**config.mk**
```make
export PLATFORM = sky130hd
export DESIGN_NAME = icmp_echo_frame_filter_core
export DESIGN_NICKNAME = d
export VERILOG_FILES = /design/src/rtl/ief_pkg.sv /design/src/rtl/ief_in_reg.sv /design/src/rtl/ief_parser.sv /design/src/rtl/ief_out_reg.sv /design/src/rtl/icmp_echo_frame_filter_core.sv
export SDC_FILE = /design/constraint.sdc
export NUM_CORES = 1
export LEC_CHECK = 0
export BUFFER_PORTS_ARGS = -buffer_cell sky130_fd_sc_hd__clkbuf_2
export CORE_UTILIZATION = 50
export CTS_CLUSTER_DIAMETER = 50
export DETAILED_ROUTE_END_ITERATION = 8
export GPL_ROUTABILITY_DRIVEN = 0
export GPL_TIMING_DRIVEN = 0
export HOLD_SLACK_MARGIN = 0.08
export MAX_ROUTING_LAYER = met4
export PLACE_DENSITY = 0.72
export SLEW_MARGIN = 25
export SYNTH_ARGS = -nofsm -noshare
export SYNTH_HDL_FRONTEND = slang
export SYNTH_SLANG_ARGS = --single-unit
```
**constraint.sdc**
```tcl
create_clock -name clk -period 18.25 [get_ports clk]
set_input_delay 3.65 -clock clk [delete_from_list [all_inputs] [get_ports clk]]
set_output_delay 3.65 -clock clk [all_outputs]
set_load 0.005 [all_outputs]
```
**src/rtl/ief_pkg.sv**
```systemverilog
// ief_pkg: shared types and constants for the icmp echo frame filter
// used by every module of the filter; depends on nothing
`timescale 1ns / 1ps

package ief_pkg;

    localparam logic [15:0] MAC_HDR_LEN    = 16'd14;
    localparam logic [15:0] OFF_TOTAL_HI   = 16'd16;
    localparam logic [15:0] OFF_TOTAL_LO   = 16'd17;
    localparam logic [15:0] OFF_PROTOCOL   = 16'd23;
    localparam logic [15:0] OFF_SRC_FIRST  = 16'd26;
    localparam logic [15:0] OFF_SRC_LAST   = 16'd29;
    localparam logic [15:0] OFF_MAX        = 16'hffff;
    localparam logic [15:0] MIN_FRAME_LEN  = 16'd34;
    localparam logic [15:0] ICMP_HDR_LEN   = 16'd8;
    localparam logic [15:0] MATCH_ID_RESET = 16'ha387;
    localparam logic [3:0]  MIN_HDR_WORDS  = 4'd5;
    localparam logic [3:0]  HDR_WORDS_MASK = 4'hf;
    localparam logic [7:0]  PROTO_ICMP     = 8'd1;
    localparam logic [7:0]  TYPE_REPLY     = 8'd0;
    localparam logic [7:0]  TYPE_REQUEST   = 8'd8;

    typedef struct packed {
        logic [7:0]  data_byte;
        logic [15:0] frame_len;
        logic        first;
        logic        last;
    } item_t;

    typedef struct packed {
        logic [7:0]  payload_byte;
        logic        byte_valid;
        logic        is_reply;
        logic [31:0] source_addr;
        logic [15:0] payload_len;
        logic        end_of_payload;
    } result_t;

endpackage

```
**src/rtl/ief_in_reg.sv**
```systemverilog
// ief_in_reg: input register stage holding one frame word
// depends on ief_pkg
`timescale 1ns / 1ps

module ief_in_reg
(
    input  logic           clk,
    input  logic           rst_n,
    input  logic           in_valid,
    output logic           in_stall,
    input  ief_pkg::item_t in_item,
    input  logic           advance,
    output logic           item_valid,
    output ief_pkg::item_t item
);

    logic           valid_reg;
    logic           valid_next;
    ief_pkg::item_t item_reg;
    logic           in_fire;

    assign in_stall = valid_reg && !advance;
    assign in_fire  = in_valid && !in_stall;

    always_comb
    begin
        if (in_fire)
        begin
            valid_next = 1'b1;
        end
        else if (advance)
        begin
            valid_next = 1'b0;
        end
        else
        begin
            valid_next = valid_reg;
        end
    end

    always_ff @(posedge clk or negedge rst_n)
    begin
        if (!rst_n)
        begin
            valid_reg <= 1'b0;
        end
        else
        begin
            valid_reg <= valid_next;
        end
    end

    always_ff @(posedge clk)
    begin
        if (in_fire)
        begin
            item_reg <= in_item;
        end
    end

    assign item_valid = valid_reg;
    assign item       = item_reg;

endmodule

```
**src/rtl/ief_parser.sv**
```systemverilog
// ief_parser: frame header parsing, echo match decision and payload tagging
// holds the per-frame state and the match id register; depends on ief_pkg
`timescale 1ns / 1ps

module ief_parser
(
    input  logic             clk,
    input  logic             rst_n,
    input  logic             cfg_we,
    input  logic [15:0]      cfg_data,
    input  logic             fire,
    input  ief_pkg::item_t   item,
    output logic             res_valid,
    output ief_pkg::result_t res
);

    logic [15:0] match_id_reg;
    logic [15:0] offset_reg,   offset_next;
    logic [3:0]  hdr_words_reg, hdr_words_next;
    logic [15:0] total_len_reg, total_len_next;
    logic [7:0]  protocol_reg, protocol_next;
    logic [31:0] src_addr_reg, src_addr_next;
    logic [7:0]  kind_reg,     kind_next;
    logic [15:0] ident_reg,    ident_next;
    logic        dropped_reg,  dropped_next;
    logic [15:0] left_reg,     left_next;

    logic [15:0] off;
    logic [3:0]  cur_words;
    logic [15:0] cur_total;
    logic [7:0]  cur_protocol;
    logic [31:0] cur_src;
    logic [7:0]  cur_kind;
    logic [15:0] cur_ident;
    logic        cur_dropped;
    logic [15:0] cur_left;
    logic [15:0] icmp_start;
    logic [15:0] hdr_bytes;
    logic [15:0] data_len;
    logic [16:0] need_len;
    logic [15:0] left_dec;
    logic        accept_ok;

    always_comb
    begin
        off          = item.first ? '0 : offset_reg;
        cur_words    = item.first ? '0 : hdr_words_reg;
        cur_total    = item.first ? '0 : total_len_reg;
        cur_protocol = item.first ? '0 : protocol_reg;
        cur_src      = item.first ? '0 : src_addr_reg;
        cur_kind     = item.first ? '0 : kind_reg;
        cur_ident    = item.first ? '0 : ident_reg;
        cur_dropped  = item.first ? 1'b0 : dropped_reg;
        cur_left     = item.first ? '0 : left_reg;

        offset_next    = (off != ief_pkg::OFF_MAX) ? off + 16'd1 : off;
        hdr_words_next = cur_words;
        total_len_next = cur_total;
        protocol_next  = cur_protocol;
        src_addr_next  = cur_src;
        kind_next      = cur_kind;
        ident_next     = cur_ident;
        dropped_next   = cur_dropped;
        left_next      = cur_left;

        res_valid = 1'b0;
        res       = '0;

        hdr_bytes  = {10'd0, hdr_words_next, 2'b00};
        icmp_start = ief_pkg::MAC_HDR_LEN + hdr_bytes;
        data_len   = cur_total - hdr_bytes - ief_pkg::ICMP_HDR_LEN;
        need_len   = {1'b0, ief_pkg::MAC_HDR_LEN} + {1'b0, cur_total};
        left_dec   = cur_left - 16'd1;
        accept_ok  = 1'b0;

        if (!cur_dropped)
        begin
            case (off)
                ief_pkg::MAC_HDR_LEN:
                begin
                    hdr_words_next = item.data_byte[3:0] & ief_pkg::HDR_WORDS_MASK;
                    if (hdr_words_next < ief_pkg::MIN_HDR_WORDS)
                    begin
                        dropped_next = 1'b1;
                    end
                end
                ief_pkg::OFF_TOTAL_HI:
                begin
                    total_len_next = {item.data_byte, 8'd0};
                end
                ief_pkg::OFF_TOTAL_LO:
                begin
                    total_len_next = {cur_total[15:8], item.data_byte};
                end
                ief_pkg::OFF_PROTOCOL:
                begin
                    protocol_next = item.data_byte;
                end
                default:
                begin
                    if (off inside {[ief_pkg::OFF_SRC_FIRST:ief_pkg::OFF_SRC_LAST]})
                    begin
                        src_addr_next = {cur_src[23:0], item.data_byte};
                    end
                end
            endcase

            hdr_bytes  = {10'd0, hdr_words_next, 2'b00};
            icmp_start = ief_pkg::MAC_HDR_LEN + hdr_bytes;
            data_len   = total_len_next - hdr_bytes - ief_pkg::ICMP_HDR_LEN;

            if (!dropped_next && off > ief_pkg::MAC_HDR_LEN)
            begin
                if (off == icmp_start)
                begin
                    kind_next = item.data_byte;
                end
                else if (off == icmp_start + 16'd4)
                begin
                    ident_next = {item.data_byte, 8'd0};
                end
                else if (off == icmp_start + 16'd5)
                begin
                    ident_next = {cur_ident[15:8], item.data_byte};
                end
                else if (off == icmp_start + ief_pkg::ICMP_HDR_LEN - 16'd1)
                begin
                    accept_ok = (item.frame_len >= ief_pkg::MIN_FRAME_LEN)
                        && (cur_protocol == ief_pkg::PROTO_ICMP)
                        && (cur_kind == ief_pkg::TYPE_REPLY || cur_kind == ief_pkg::TYPE_REQUEST)
                        && (cur_ident == match_id_reg)
                        && (cur_total >= hdr_bytes + ief_pkg::ICMP_HDR_LEN)
                        && ({1'b0, item.frame_len} >= need_len);
                    if (!accept_ok)
                    begin
                        dropped_next = 1'b1;
                    end
                    else
                    begin
                        left_next = data_len;
                        if (data_len == 16'd0)
                        begin
                            res_valid          = 1'b1;
                            res.is_reply       = (cur_kind == ief_pkg::TYPE_REPLY);
                            res.source_addr    = cur_src;
                            res.end_of_payload = 1'b1;
                            dropped_next       = 1'b1;
                        end
                    end
                end
                else if (off > icmp_start + ief_pkg::ICMP_HDR_LEN - 16'd1
                         && cur_left != 16'd0)
                begin
                    left_next          = left_dec;
                    res_valid          = 1'b1;
                    res.payload_byte   = item.data_byte;
                    res.byte_valid     = 1'b1;
                    res.is_reply       = (cur_kind == ief_pkg::TYPE_REPLY);
                    res.source_addr    = cur_src;
                    res.payload_len    = data_len;
                    res.end_of_payload = (left_dec == 16'd0) || item.last;
                    if (left_dec == 16'd0)
                    begin
                        dropped_next = 1'b1;
                    end
                end
            end
        end

        if (item.last)
        begin
            dropped_next = 1'b1;
        end
    end

    always_ff @(posedge clk or negedge rst_n)
    begin
        if (!rst_n)
        begin
            match_id_reg <= ief_pkg::MATCH_ID_RESET;
        end
        else if (cfg_we)
        begin
            match_id_reg <= cfg_data;
        end
    end

    always_ff @(posedge clk or negedge rst_n)
    begin
        if (!rst_n)
        begin
            offset_reg    <= '0;
            hdr_words_reg <= '0;
            total_len_reg <= '0;
            protocol_reg  <= '0;
            src_addr_reg  <= '0;
            kind_reg      <= '0;
            ident_reg     <= '0;
            dropped_reg   <= 1'b0;
            left_reg      <= '0;
        end
        else if (fire)
        begin
            offset_reg    <= offset_next;
            hdr_words_reg <= hdr_words_next;
            total_len_reg <= total_len_next;
            protocol_reg  <= protocol_next;
            src_addr_reg  <= src_addr_next;
            kind_reg      <= kind_next;
            ident_reg     <= ident_next;
            dropped_reg   <= dropped_next;
            left_reg      <= left_next;
        end
    end

endmodule

```
**src/rtl/ief_out_reg.sv**
```systemverilog
// ief_out_reg: result register facing the output channel
// depends on ief_pkg
`timescale 1ns / 1ps

module ief_out_reg
(
    input  logic             clk,
    input  logic             rst_n,
    input  logic             item_valid,
    input  logic             res_valid,
    input  ief_pkg::result_t res,
    output logic             advance,
    output logic             out_valid,
    input  logic             out_stall,
    output ief_pkg::result_t out_res
);

    logic             valid_reg;
    logic             valid_next;
    ief_pkg::result_t res_reg;
    logic             load;

    assign advance = !valid_reg || !out_stall;
    assign load    = item_valid && advance && res_valid;

    always_comb
    begin
        if (advance)
        begin
            valid_next = load;
        end
        else
        begin
            valid_next = valid_reg;
        end
    end

    always_ff @(posedge clk or negedge rst_n)
    begin
        if (!rst_n)
        begin
            valid_reg <= 1'b0;
        end
        else
        begin
            valid_reg <= valid_next;
        end
    end

    always_ff @(posedge clk)
    begin
        if (load)
        begin
            res_reg <= res;
        end
    end

    assign out_valid = valid_reg;
    assign out_res   = res_reg;

endmodule

```
**src/rtl/icmp_echo_frame_filter_core.sv**
```systemverilog
// icmp_echo_frame_filter_core: top level of the icmp echo frame filter
// path: a word accepted into the input register is parsed, and any result goes to the result register
// throughput: one frame word per cycle while the output is not stalled, set by the single parse stage
// between the input register and the result register
// reset: rst_n clears both stages, the frame state, and loads match id 0xa387
// depends on ief_pkg, ief_in_reg, ief_parser, ief_out_reg
`timescale 1ns / 1ps

module icmp_echo_frame_filter_core
(
    input  logic        clk,
    input  logic        rst_n,
    input  logic        cfg_we,
    input  logic [15:0] cfg_data,
    input  logic        in_valid,
    output logic        in_stall,
    input  logic [7:0]  data_byte,
    input  logic [15:0] frame_len,
    input  logic        first,
    input  logic        last,
    output logic        out_valid,
    input  logic        out_stall,
    output logic [7:0]  payload_byte,
    output logic        byte_valid,
    output logic        is_reply,
    output logic [31:0] source_addr,
    output logic [15:0] payload_len,
    output logic        end_of_payload
);

    ief_pkg::item_t   in_item;
    ief_pkg::item_t   item;
    ief_pkg::result_t res;
    ief_pkg::result_t out_res;
    logic             item_valid;
    logic             advance;
    logic             fire;
    logic             res_valid;

    assign in_item.data_byte = data_byte;
    assign in_item.frame_len = frame_len;
    assign in_item.first     = first;
    assign in_item.last      = last;

    assign fire = item_valid && advance;

    ief_in_reg u_in_reg
    (
        .clk        (clk),
        .rst_n      (rst_n),
        .in_valid   (in_valid),
        .in_stall   (in_stall),
        .in_item    (in_item),
        .advance    (advance),
        .item_valid (item_valid),
        .item       (item)
    );

    ief_parser u_parser
    (
        .clk       (clk),
        .rst_n     (rst_n),
        .cfg_we    (cfg_we),
        .cfg_data  (cfg_data),
        .fire      (fire),
        .item      (item),
        .res_valid (res_valid),
        .res       (res)
    );

    ief_out_reg u_out_reg
    (
        .clk        (clk),
        .rst_n      (rst_n),
        .item_valid (item_valid),
        .res_valid  (res_valid),
        .res        (res),
        .advance    (advance),
        .out_valid  (out_valid),
        .out_stall  (out_stall),
        .out_res    (out_res)
    );

    assign payload_byte   = out_res.payload_byte;
    assign byte_valid     = out_res.byte_valid;
    assign is_reply       = out_res.is_reply;
    assign source_addr    = out_res.source_addr;
    assign payload_len    = out_res.payload_len;
    assign end_of_payload = out_res.end_of_payload;

    // empty-payload marker always closes the message with zero length
    a_marker_closes: assert property (@(posedge clk) disable iff (!rst_n)
        out_valid && !byte_valid |-> end_of_payload && payload_len == 16'd0)
        else $error("empty marker without end or with nonzero length");

    // a data word only comes from a message with a nonempty payload
    a_data_has_len: assert property (@(posedge clk) disable iff (!rst_n)
        out_valid && byte_valid |-> payload_len != 16'd0)
        else $error("payload word with zero payload length");

    // a held input word stays in the stage until the result side frees up
    a_stage_holds: assert property (@(posedge clk) disable iff (!rst_n)
        item_valid && !advance |=> item_valid && $stable(item))
        else $error("input stage lost a word while stalled");

endmodule

```
==> impl_metrics.env, run 1 <==
export IMPL_drt_total_wl_mm=36.3
export IMPL_synth_area_leaders="dfrtp_1, edfxtp_1, nand2_1"
export IMPL_cp_end_kind="flip-flop"
export IMPL_powerDensity_nw_per_um2=81.1
export IMPL_drtAntennaViolNets=0
export IMPL_insertion_delay_ns=0.55
export IMPL_slew_headroom=0.319
export IMPL_gr_total_overflow=0
export IMPL_syn_nets=1400
export IMPL_ys_seq_area_frac=0.469
export IMPL_die_area_um2=25900
export IMPL_cts_made_buffers=27
export IMPL_fin_nets=1539
export IMPL_clkSinkCount=220
export IMPL_crit_type="flip-flop to flip-flop"
export IMPL_slew_violations=0
export IMPL_die_x_um=161
export IMPL_power_leakage_nw=5.78
export IMPL_synth_seq_cells=220
export IMPL_dp_hpwl_mm=25.9
export IMPL_syn_area_um2=12700
export IMPL_hp_class="flip-flop to flip-flop"
export IMPL_clkPwrFrac=0.468
export IMPL_whs_path_depth=2
export IMPL_cp_arrival_ns=9.46
export IMPL_pwr_share_seq=0.450
export IMPL_cts_htree_levels=1
export IMPL_viasPerCell=6.21
export IMPL_cts_setup_buffers=0
export IMPL_vias=11200
export IMPL_place_area_um2=13700
export IMPL_fin_crit_sh=0.504
export IMPL_rsz0062_at_grt="false"
export IMPL_finalHoldViolations=0
export IMPL_start_util=0.514
export IMPL_synthCells=1315
export IMPL_cts_root_buf="clkbuf_16"
export IMPL_tritoncts="built"
export IMPL_largest_reg_flops=59
export IMPL_synthTopCellsByCount="nand2_1, dfrtp_1, nor2_1"
export IMPL_ys_flop_type="dfrtp_1"
export IMPL_port_buffers=106
export IMPL_synth_top_area_frac=0.251
export IMPL_clockBufferDepth=3
export IMPL_pre_cts_ws_ns=9.39
export IMPL_yosysMostFrequentCell="nand2_1"
export IMPL_p_sw_frac=0.254
export IMPL_clk_pin_slew_ns=0.06
export IMPL_start_kind="flip-flop"
export IMPL_wire_per_inst_um=20.2
export IMPL_cp_required_ns=18.51
export IMPL_internal_power_mw=0.888
export IMPL_critical_path_max_fanout=25
export IMPL_ff2ff_setup_slack_ns=9.05
export IMPL_synth_edf_count=85
export IMPL_cts_resized=0
export IMPL_placed_cells=1749
export IMPL_fillCellCount=2159
export IMPL_grt_pass1_wl_mm=57.9
export IMPL_whs_ns=0.508
export IMPL_synthDistinctLibCells=77
export IMPL_fin_cells=1800
export IMPL_die_h_um=161
export IMPL_antenna_found_initial=0
export IMPL_cts_hold_buf=0
export IMPL_r2r_cells=26
export IMPL_synth_avg_cell_area_um2=9.62
export IMPL_remaining_drc_errors=0
export IMPL_rows=57
export IMPL_area_growth_pct=16.0
export IMPL_grt_pass1_vias=10600
export IMPL_setup_tns_ns=0
export IMPL_combPwrFrac=0.082
export IMPL_design_area_um2=14700
export IMPL_yosys_area_top_type="dfrtp_1"
export IMPL_async_reset_ff_frac=0.614
export IMPL_setup_ws_ns=9.05
export IMPL_clock_skew_ns=0.0370
export IMPL_coreArea_um2=24600
export IMPL_grt_max_degree=85
export IMPL_grtUsageTotal=0.292
export IMPL_power_switching_mw=0.302
export IMPL_drt_initial_drc_count=1097
export IMPL_run_status="finished clean"
export IMPL_finalSetupViolations=0
export IMPL_drv_cap=0
export IMPL_fmax_mhz=109
export IMPL_drive_above_1_share=0.153
export IMPL_pin_count=108
export IMPL_worst_pin_slew_ns=1.02
export IMPL_ir_worst_vdd_mv=0.0709
export IMPL_ys_warnings_count=0
export IMPL_first_pass_iters=6
export IMPL_period_needed_ns=9.20
==> power groups by stage <==
stage               clock network (mW)  logic, mW  registers [mW]
floorplan                            0     0.0547           0.540
global placement                     0     0.0916           0.544
detailed placement                   0     0.0951           0.544
CTS                              0.566     0.0952           0.535
global route                     0.586      0.105           0.536
finish                           0.557     0.0977           0.535
==> worst max-delay path: stages, from the launching register on <==
cell and delay (ns):
edfxtp_1 0.46, clkbuf_1 0.33, inv_1 0.28, clkbuf_1 0.51
clkbuf_1 0.50, clkbuf_1 0.45, clkbuf_1 0.58, clkbuf_1 0.70
buf_1 0.52, nand2_1 0.19, ha_1 0.25, nand2_1 0.10
nand4_1 0.17, nor4_1 0.49, nand3_1 0.15, xnor2_1 0.17
nand2_1 0.08, ha_1 0.32, nand3_1 0.11, a2111oi_0 0.35
or4b_2 0.23, and4_1 0.27, clkbuf_1 0.27, nand4_1 0.31
a21oi_4 0.67, buf_16 0.24, buf_16 0.18
==> final timing paths <==
kind | end | start
hold / removal | u_parser.total_len_reg[0] | u_parser.total_len_reg[0]
max in group asynchronous | u_parser.left_reg[11] | rst_n
hold reg to reg | u_parser.total_len_reg[0] | u_parser.total_len_reg[0]
setup / recovery | u_out_reg.out_res[35] | u_in_reg.item[1]
setup reg to reg | u_out_reg.out_res[35] | u_in_reg.item[1]
min in group asynchronous | u_in_reg.item_valid | rst_n
==> logic make-up after synthesis <==
logic type / count (synthesis) / share of synthesized area
buf+inv: 110 / 0.0346
xor+xnor: 60 / 0.0415
flops: 220 / 0.469
fa+ha+maj: 39 / 0.0384
compound gates: 325 / 0.170
other cells: 1 / 0.000296
simple gates: 527 / 0.217
mux: 33 / 0.0282
==> per-stage QoR <==
stage / util / total power, mW
floorplan: - / 0.595
global placement: 0.552 / 0.635
detailed placement: 0.558 / 0.639
CTS: 0.597 / 1.20
global route: 0.597 / 1.23
finish: 0.597 / 1.19
==> placed cells by master (no fill, tap or decap), drive strengths merged, types with 6 or more instances in the layout <==
cell type  synthesis  layout
a21o              13      13
a21oi             58      58
a22o              37      37
a22oi             30      30
a31oi             12      12
and2              65      65
and3              12      12
buf               21      25
clkbuf            65     205
dfrtp            127     127
dfstp              8       8
edfxtp            85      85
ha                38      38
inv               24      30
mux2              21      21
mux2i             12      12
nand2            160     160
nand2b             9       9
nand3             41      41
nand4             23      23
nor2              88      88
nor2b             28      28
nor3              23      23
nor4              25      25
nor4bb            10      10
o211ai             6       6
o21ai             94      94
o22ai             19      19
or3               12      12
or4                6       6
xnor2             37      37
xor2              23      23
==> layer usage <==
layer  vias to the layer above  wire length [um]  GRT usage
li1                       5106                 -          -
met1                      5343             15400      0.389
met2                       611             16300      0.446
met3                       115              3150     0.0514
met4                         0              1410      0.112
met5                         -                 0          -
==> final cells by class <==
class | count | area [um2] | area share
diodes | 1 | 2.50 | 0.000170
flip-flops and latches | 220 | 5940 | 0.405
multi-input cells | 985 | 6290 | 0.429
inverters | 24 | 90.1 | 0.00613
clock inverters | 16 | 180 | 0.0123
well taps | 324 | 405 | 0.0276
plain buffers | 86 | 348 | 0.0237
repair buffers | 110 | 649 | 0.0442
clock buffers | 34 | 774 | 0.0527
(Power assumes the default switching activity.)
==> inputs of run 2 (changes only) <==
==> constraint.sdc (replaced) <==
create_clock -name clk -period 8.7 [get_ports clk]
set_input_delay 1.74 -clock clk [delete_from_list [all_inputs] [get_ports clk]]
set_output_delay 1.74 -clock clk [all_outputs]
set_load 0.005 [all_outputs]
==> run 2 against run 1 <==
Flip-flop and latch count unchanged. Worst hold slack worse by 0.0027 ns. First-iteration DRC count up 11%. Non-clock buffer count up 2. Via count down 0.42%. Sequential share of layout area down 0.096 points. Critical path depth down 1. Utilization up 0.14 points. Setup slack worse by 8.3 ns. Sequential power up 110%. Clock skew down 0.0068 ns. Wire length down 0.25%.
==> impl_metrics.env, run 2 (synthesis gave the netlist of run 1 again) <==
export IMPL_run_status="finished clean"
export IMPL_grt_pass1_vias=10600
export IMPL_power_leakage_nw=5.79
export IMPL_pin_count=108
export IMPL_first_pass_iters=5
export IMPL_clkSinkCount=220
export IMPL_crit_type="flip-flop to flip-flop"
export IMPL_cp_arrival_ns=8.23
export IMPL_largest_reg_flops=59
export IMPL_drtAntennaViolNets=0
export IMPL_dp_hpwl_mm=25.9
export IMPL_cp_end_kind="flip-flop"
export IMPL_viasPerCell=6.17
export IMPL_critPathBufInv=10
export IMPL_grt_pass1_wl_mm=57.9
export IMPL_grtUsageTotal=0.292
export IMPL_total_power_mw=2.50
export IMPL_crit_family="buffers and inverters"
export IMPL_slew_violations=0
export IMPL_die_area_um2=25900
export IMPL_ff2ff_setup_slack_ns=0.72
export IMPL_crit_top_cell="clkbuf_1"
export IMPL_vias=11100
export IMPL_start_util=0.514
export IMPL_fin_crit_sh=0.917
export IMPL_grt_max_degree=85
export IMPL_port_buffers=106
export IMPL_die_h_um=161
export IMPL_die_x_um=161
export IMPL_clock_skew_ns=0.0302
export IMPL_drive_above_1_share=0.156
export IMPL_gr_total_overflow=0
export IMPL_clk_pin_slew_ns=0.06
export IMPL_worst_pin_slew_ns=1.02
export IMPL_remaining_drc_errors=0
export IMPL_tritoncts="built"
export IMPL_design_area_um2=14700
export IMPL_drt_total_wl_mm=36.2
export IMPL_hp_class="flip-flop to flip-flop"
export IMPL_area_growth_pct=16.3
export IMPL_path_depth=25
export IMPL_final_cell_mix="nand2_1, dfrtp_1, clkbuf_2"
export IMPL_critical_path_max_fanout=25
export IMPL_powerDensity_nw_per_um2=170
export IMPL_period_needed_ns=7.98
export IMPL_whs_path_depth=2
export IMPL_slew_headroom=0.323
export IMPL_r2r_cells=25
export IMPL_wire_per_inst_um=20.1
export IMPL_coreArea_um2=24600
export IMPL_clockBufferDepth=3
export IMPL_place_area_um2=13700
export IMPL_fmax_mhz=125
export IMPL_cts_made_buffers=27
export IMPL_rows=57
export IMPL_start_kind="flip-flop"
export IMPL_fin_cells=1803
export IMPL_finalSetupViolations=0
export IMPL_cpMaxStageDelayCell="buf_1"
export IMPL_slowest_delay_ns=0.50
export IMPL_drv_cap=0
export IMPL_fin_nets=1541
export IMPL_antenna_found_initial=0
export IMPL_cts_root_buf="clkbuf_16"
export IMPL_placed_cells=1749
export IMPL_layout_commonest_cell="nand2_1"
export IMPL_rsz0062_at_grt="false"
export IMPL_insertion_delay_ns=0.55
export IMPL_drt_initial_drc_count=1220
export IMPL_finalHoldViolations=0
export IMPL_ir_worst_vdd_mv=0.149
export IMPL_cp_required_ns=8.96
export IMPL_cts_htree_levels=1
==> run 2: metrics by stage <==
stage           util  worst slack [ns]  TNS [ns]  hold slack [ns]
6_report       0.598             0.725         0            0.505
5_1_grt        0.598             0.139         0            0.537
4_1_cts        0.597            0.0329         0            0.510
3_5_place_dp   0.558            -0.163     -4.03            0.494
3_3_place_gp   0.552             -3.21   -188.92            0.485
2_1_floorplan      -             0.128         0            0.464
==> run 2: layer usage <==
layer | vias to the layer above | share of wire | GRT usage | routed length (um)
met5 | - | 0 | - | 0
met4 | 0 | 0.040 | 0.112 | 1430
met3 | 112 | 0.089 | 0.0514 | 3230
met2 | 614 | 0.45 | 0.446 | 16200
met1 | 5293 | 0.42 | 0.389 | 15400
li1 | 5109 | - | - | -
==> run 2: worst register-to-register path, stage by stage, from the launching register on <==
cell and delay (ns):
edfxtp_1 0.45, clkbuf_1 0.35, clkinvlp_4 0.40, clkbuf_1 0.48, clkbuf_1 0.45, clkbuf_2 0.40, clkbuf_2 0.42, buf_1 0.50
nand2_1 0.18, ha_1 0.25, nand2_1 0.10, nand4_1 0.17, nor4_1 0.49, nand3_1 0.15, xnor2_1 0.17, nand2_1 0.08
ha_1 0.32, nand3_1 0.11, a2111oi_0 0.35, or4b_2 0.23, and4_1 0.24, clkbuf_1 0.26, nand4_1 0.35, a21oi_4 0.36
buf_16 0.20, buf_16 0.18
==> run 2: repair_timing <==
action,in CTS,in global routing
buffers inserted,0,3
hold buffers,0,0
resized for setup,1,4
hold endpoints to repair,0,0
gates cloned,0,0
endpoints found under the setup margin,25,99
pin swaps,0,1
==> run 2: final cells by class <==
class	instances	area (um2)
repair buffers	113	672
clock buffers	34	774
plain buffers	85	347
fillers	2155	9890
diodes	2	5.00
flip-flops and latches	220	5940
inverters	24	93.8
well taps	324	405
multi-input cells	985	6300
clock inverters	16	180
==> run 2: power breakdown <==
part / total (mW) / switching [mW] / internal, mW
clock network: 1.17 / 0.467 / 0.702
registers: 1.12 / 0.0219 / 1.10
logic: 0.205 / 0.144 / 0.0605
total: 2.50 / 0.633 / 1.86
==> run 2: worst paths after layout <==
path | startpoint | end
setup / recovery | u_in_reg.item[1] | u_out_reg.out_res[35]
hold / removal | u_parser.total_len_reg[0] | u_parser.total_len_reg[0]
setup reg to reg | u_in_reg.item[1] | u_out_reg.out_res[35]
hold reg to reg | u_parser.total_len_reg[0] | u_parser.total_len_reg[0]
max in group asynchronous | rst_n | u_parser.left_reg[11]
min in group asynchronous | rst_n | u_parser.match_id_reg[10]
==> inputs of run 3 (changes only) <==
--- a/config.mk
+++ b/config.mk
@@ -14,6 +14,8 @@
 export HOLD_SLACK_MARGIN = 0.08
 export MAX_ROUTING_LAYER = met4
 export PLACE_DENSITY = 0.72
+export RECOVER_POWER = 50
+export SKIP_CTS_REPAIR_TIMING = 1
 export SLEW_MARGIN = 25
 export SYNTH_ARGS = -nofsm -noshare
 export SYNTH_HDL_FRONTEND = slang
==> run 3 against run 2 <==
The run now ends with max-capacitance violations, max-slew violations left. Clock-buffer cell count unchanged. Critical path depth unchanged. Clock power about the same. Die area unchanged. Critical path type unchanged. Largest power group unchanged.
==> impl_metrics.env, run 3 (synthesis gave the netlist of run 1 again) <==
export IMPL_pre_cts_ws_ns=-0.163
export IMPL_crit_type="flip-flop to flip-flop"
export IMPL_start_util=0.514
export IMPL_finalSetupViolations=0
export IMPL_finalHoldViolations=0
export IMPL_drt_initial_drc_count=1267
export IMPL_fin_cells=1802
export IMPL_critPathBufInv=10
export IMPL_clockBufferDepth=3
export IMPL_port_buffers=106
export IMPL_period_needed_ns=8.00
export IMPL_crit_family="buffers and inverters"
export IMPL_cp_required_ns=8.96
export IMPL_worst_pin_slew_ns=4.82
export IMPL_final_cell_mix="nand2_1, dfrtp_1, clkbuf_2"
export IMPL_min_from="u_parser.total_len_reg[0]"
export IMPL_critical_path_max_fanout=25
export IMPL_cts_htree_levels=1
export IMPL_r2r_cells=25
export IMPL_die_h_um=161
export IMPL_whs_path_depth=2
export IMPL_design_area_um2=14700
export IMPL_remaining_drc_errors=0
export IMPL_r2r_end="u_out_reg.out_res[35]"
export IMPL_drt_total_wl_mm=36.4
export IMPL_vias=11100
export IMPL_grt_max_degree=85
export IMPL_area_growth_pct=15.9
export IMPL_path_depth=25
export IMPL_dp_hpwl_mm=25.9
export IMPL_die_area_um2=25900
export IMPL_viasPerCell=6.17
export IMPL_ff2ff_setup_slack_ns=0.70
export IMPL_place_area_um2=13700
export IMPL_slew_violations=111
export IMPL_powerDensity_nw_per_um2=170
export IMPL_multi_input_area_um2=6300
export IMPL_drive_above_1_share=0.144
export IMPL_hp_class="flip-flop to flip-flop"
export IMPL_rsz0062_at_grt="false"
export IMPL_power_leakage_nw=5.74
export IMPL_grt_pass1_wl_mm=57.9
export IMPL_tritoncts="built"
export IMPL_ir_worst_vdd_mv=0.149
export IMPL_violations="max-capacitance violations, max-slew violations"
export IMPL_setup_tns_ns=0
export IMPL_cpMaxStageDelayCell="buf_1"
export IMPL_cts_made_buffers=27
export IMPL_pin_count=108
export IMPL_clkSinkCount=220
export IMPL_layout_commonest_cell="nand2_1"
export IMPL_largest_reg_flops=59
export IMPL_holdPathEnd="u_parser.total_len_reg[0]"
export IMPL_cp_end_kind="flip-flop"
export IMPL_clk_pin_slew_ns=0.06
export IMPL_fmax_mhz=125
export IMPL_insertion_delay_ns=0.56
export IMPL_coreArea_um2=24600
export IMPL_clock_skew_ns=0.0365
export IMPL_gr_total_overflow=0
export IMPL_crit_top_cell="clkbuf_1"
export IMPL_slowest_delay_ns=0.50
export IMPL_regArea_um2=5940
export IMPL_fillCellCount=2167
export IMPL_reg2reg_from="u_in_reg.item[1]"
export IMPL_cp_arrival_ns=8.26
export IMPL_drtAntennaViolNets=0
export IMPL_total_power_mw=2.50
export IMPL_drv_cap=2
export IMPL_grt_pass1_vias=10600
export IMPL_rows=57
export IMPL_setup_ws_ns=0.696
export IMPL_placed_cells=1749
export IMPL_die_x_um=161
export IMPL_start_kind="flip-flop"
export IMPL_grtUsageTotal=0.292
export IMPL_cts_root_buf="clkbuf_16"
export IMPL_slew_headroom=-2.22
export IMPL_fin_nets=1541
export IMPL_wire_per_inst_um=20.2
export IMPL_first_pass_iters=6
export IMPL_antenna_found_initial=0
export IMPL_fin_crit_sh=0.920
export IMPL_run_status="finished, violations left"
run 3: layout make-up:
type	count	area share
plain buffers	85	0.0236
multi-input cells	985	0.429
clock inverters	16	0.0123
clock buffers	34	0.0528
inverters	24	0.00640
diodes	1	0.000171
well taps	324	0.0276
repair buffers	113	0.0426
flip-flops and latches	220	0.405
run 3: how the worst max path moves through the flow:
stage                startpoint                    end  slack, ns
2_1_floorplan  u_in_reg.item[1]   u_out_reg.out_res[0]       0.13
3_5_place_dp   u_in_reg.item[1]  u_out_reg.out_res[49]      -0.16
3_3_place_gp   u_in_reg.item[1]  u_out_reg.out_res[49]      -3.21
5_1_grt        u_in_reg.item[1]  u_out_reg.out_res[49]       0.14
6_report       u_in_reg.item[1]  u_out_reg.out_res[35]       0.70
4_1_cts        u_in_reg.item[1]  u_out_reg.out_res[35]      -0.19
run 3: tightest hold or removal path, stage by stage (launching register included):
cell and delay, ns:
dfrtp_1 0.35, nand2_1 0.05, o21ai_0 0.07
run 3: where the power goes:
group | total (mW) | switching [mW] | leakage, nW | internal, mW
Combinational | 0.204 | 0.145 | 2.79 | 0.0593
Clock | 1.17 | 0.470 | 0.464 | 0.703
Sequential | 1.12 | 0.0220 | 2.49 | 1.10
Total | 2.50 | 0.637 | 5.74 | 1.86
run 3: stage by stage:
step | util | hold slack (ns)
floorplan | - | 0.464
global placement | 0.552 | 0.485
detailed placement | 0.558 | 0.494
CTS | 0.597 | 0.510
global route | 0.596 | 0.537
finish | 0.596 | 0.508
run 3: routing by layer:
metal  routed length (um)  up-vias  global-route usage
met5                    0        -                   -
met4                 1380        0               0.112
met3                 3490      101              0.0514
met2                16300      629               0.446
met1                15200     5289               0.389
li1                     -     5102                   -
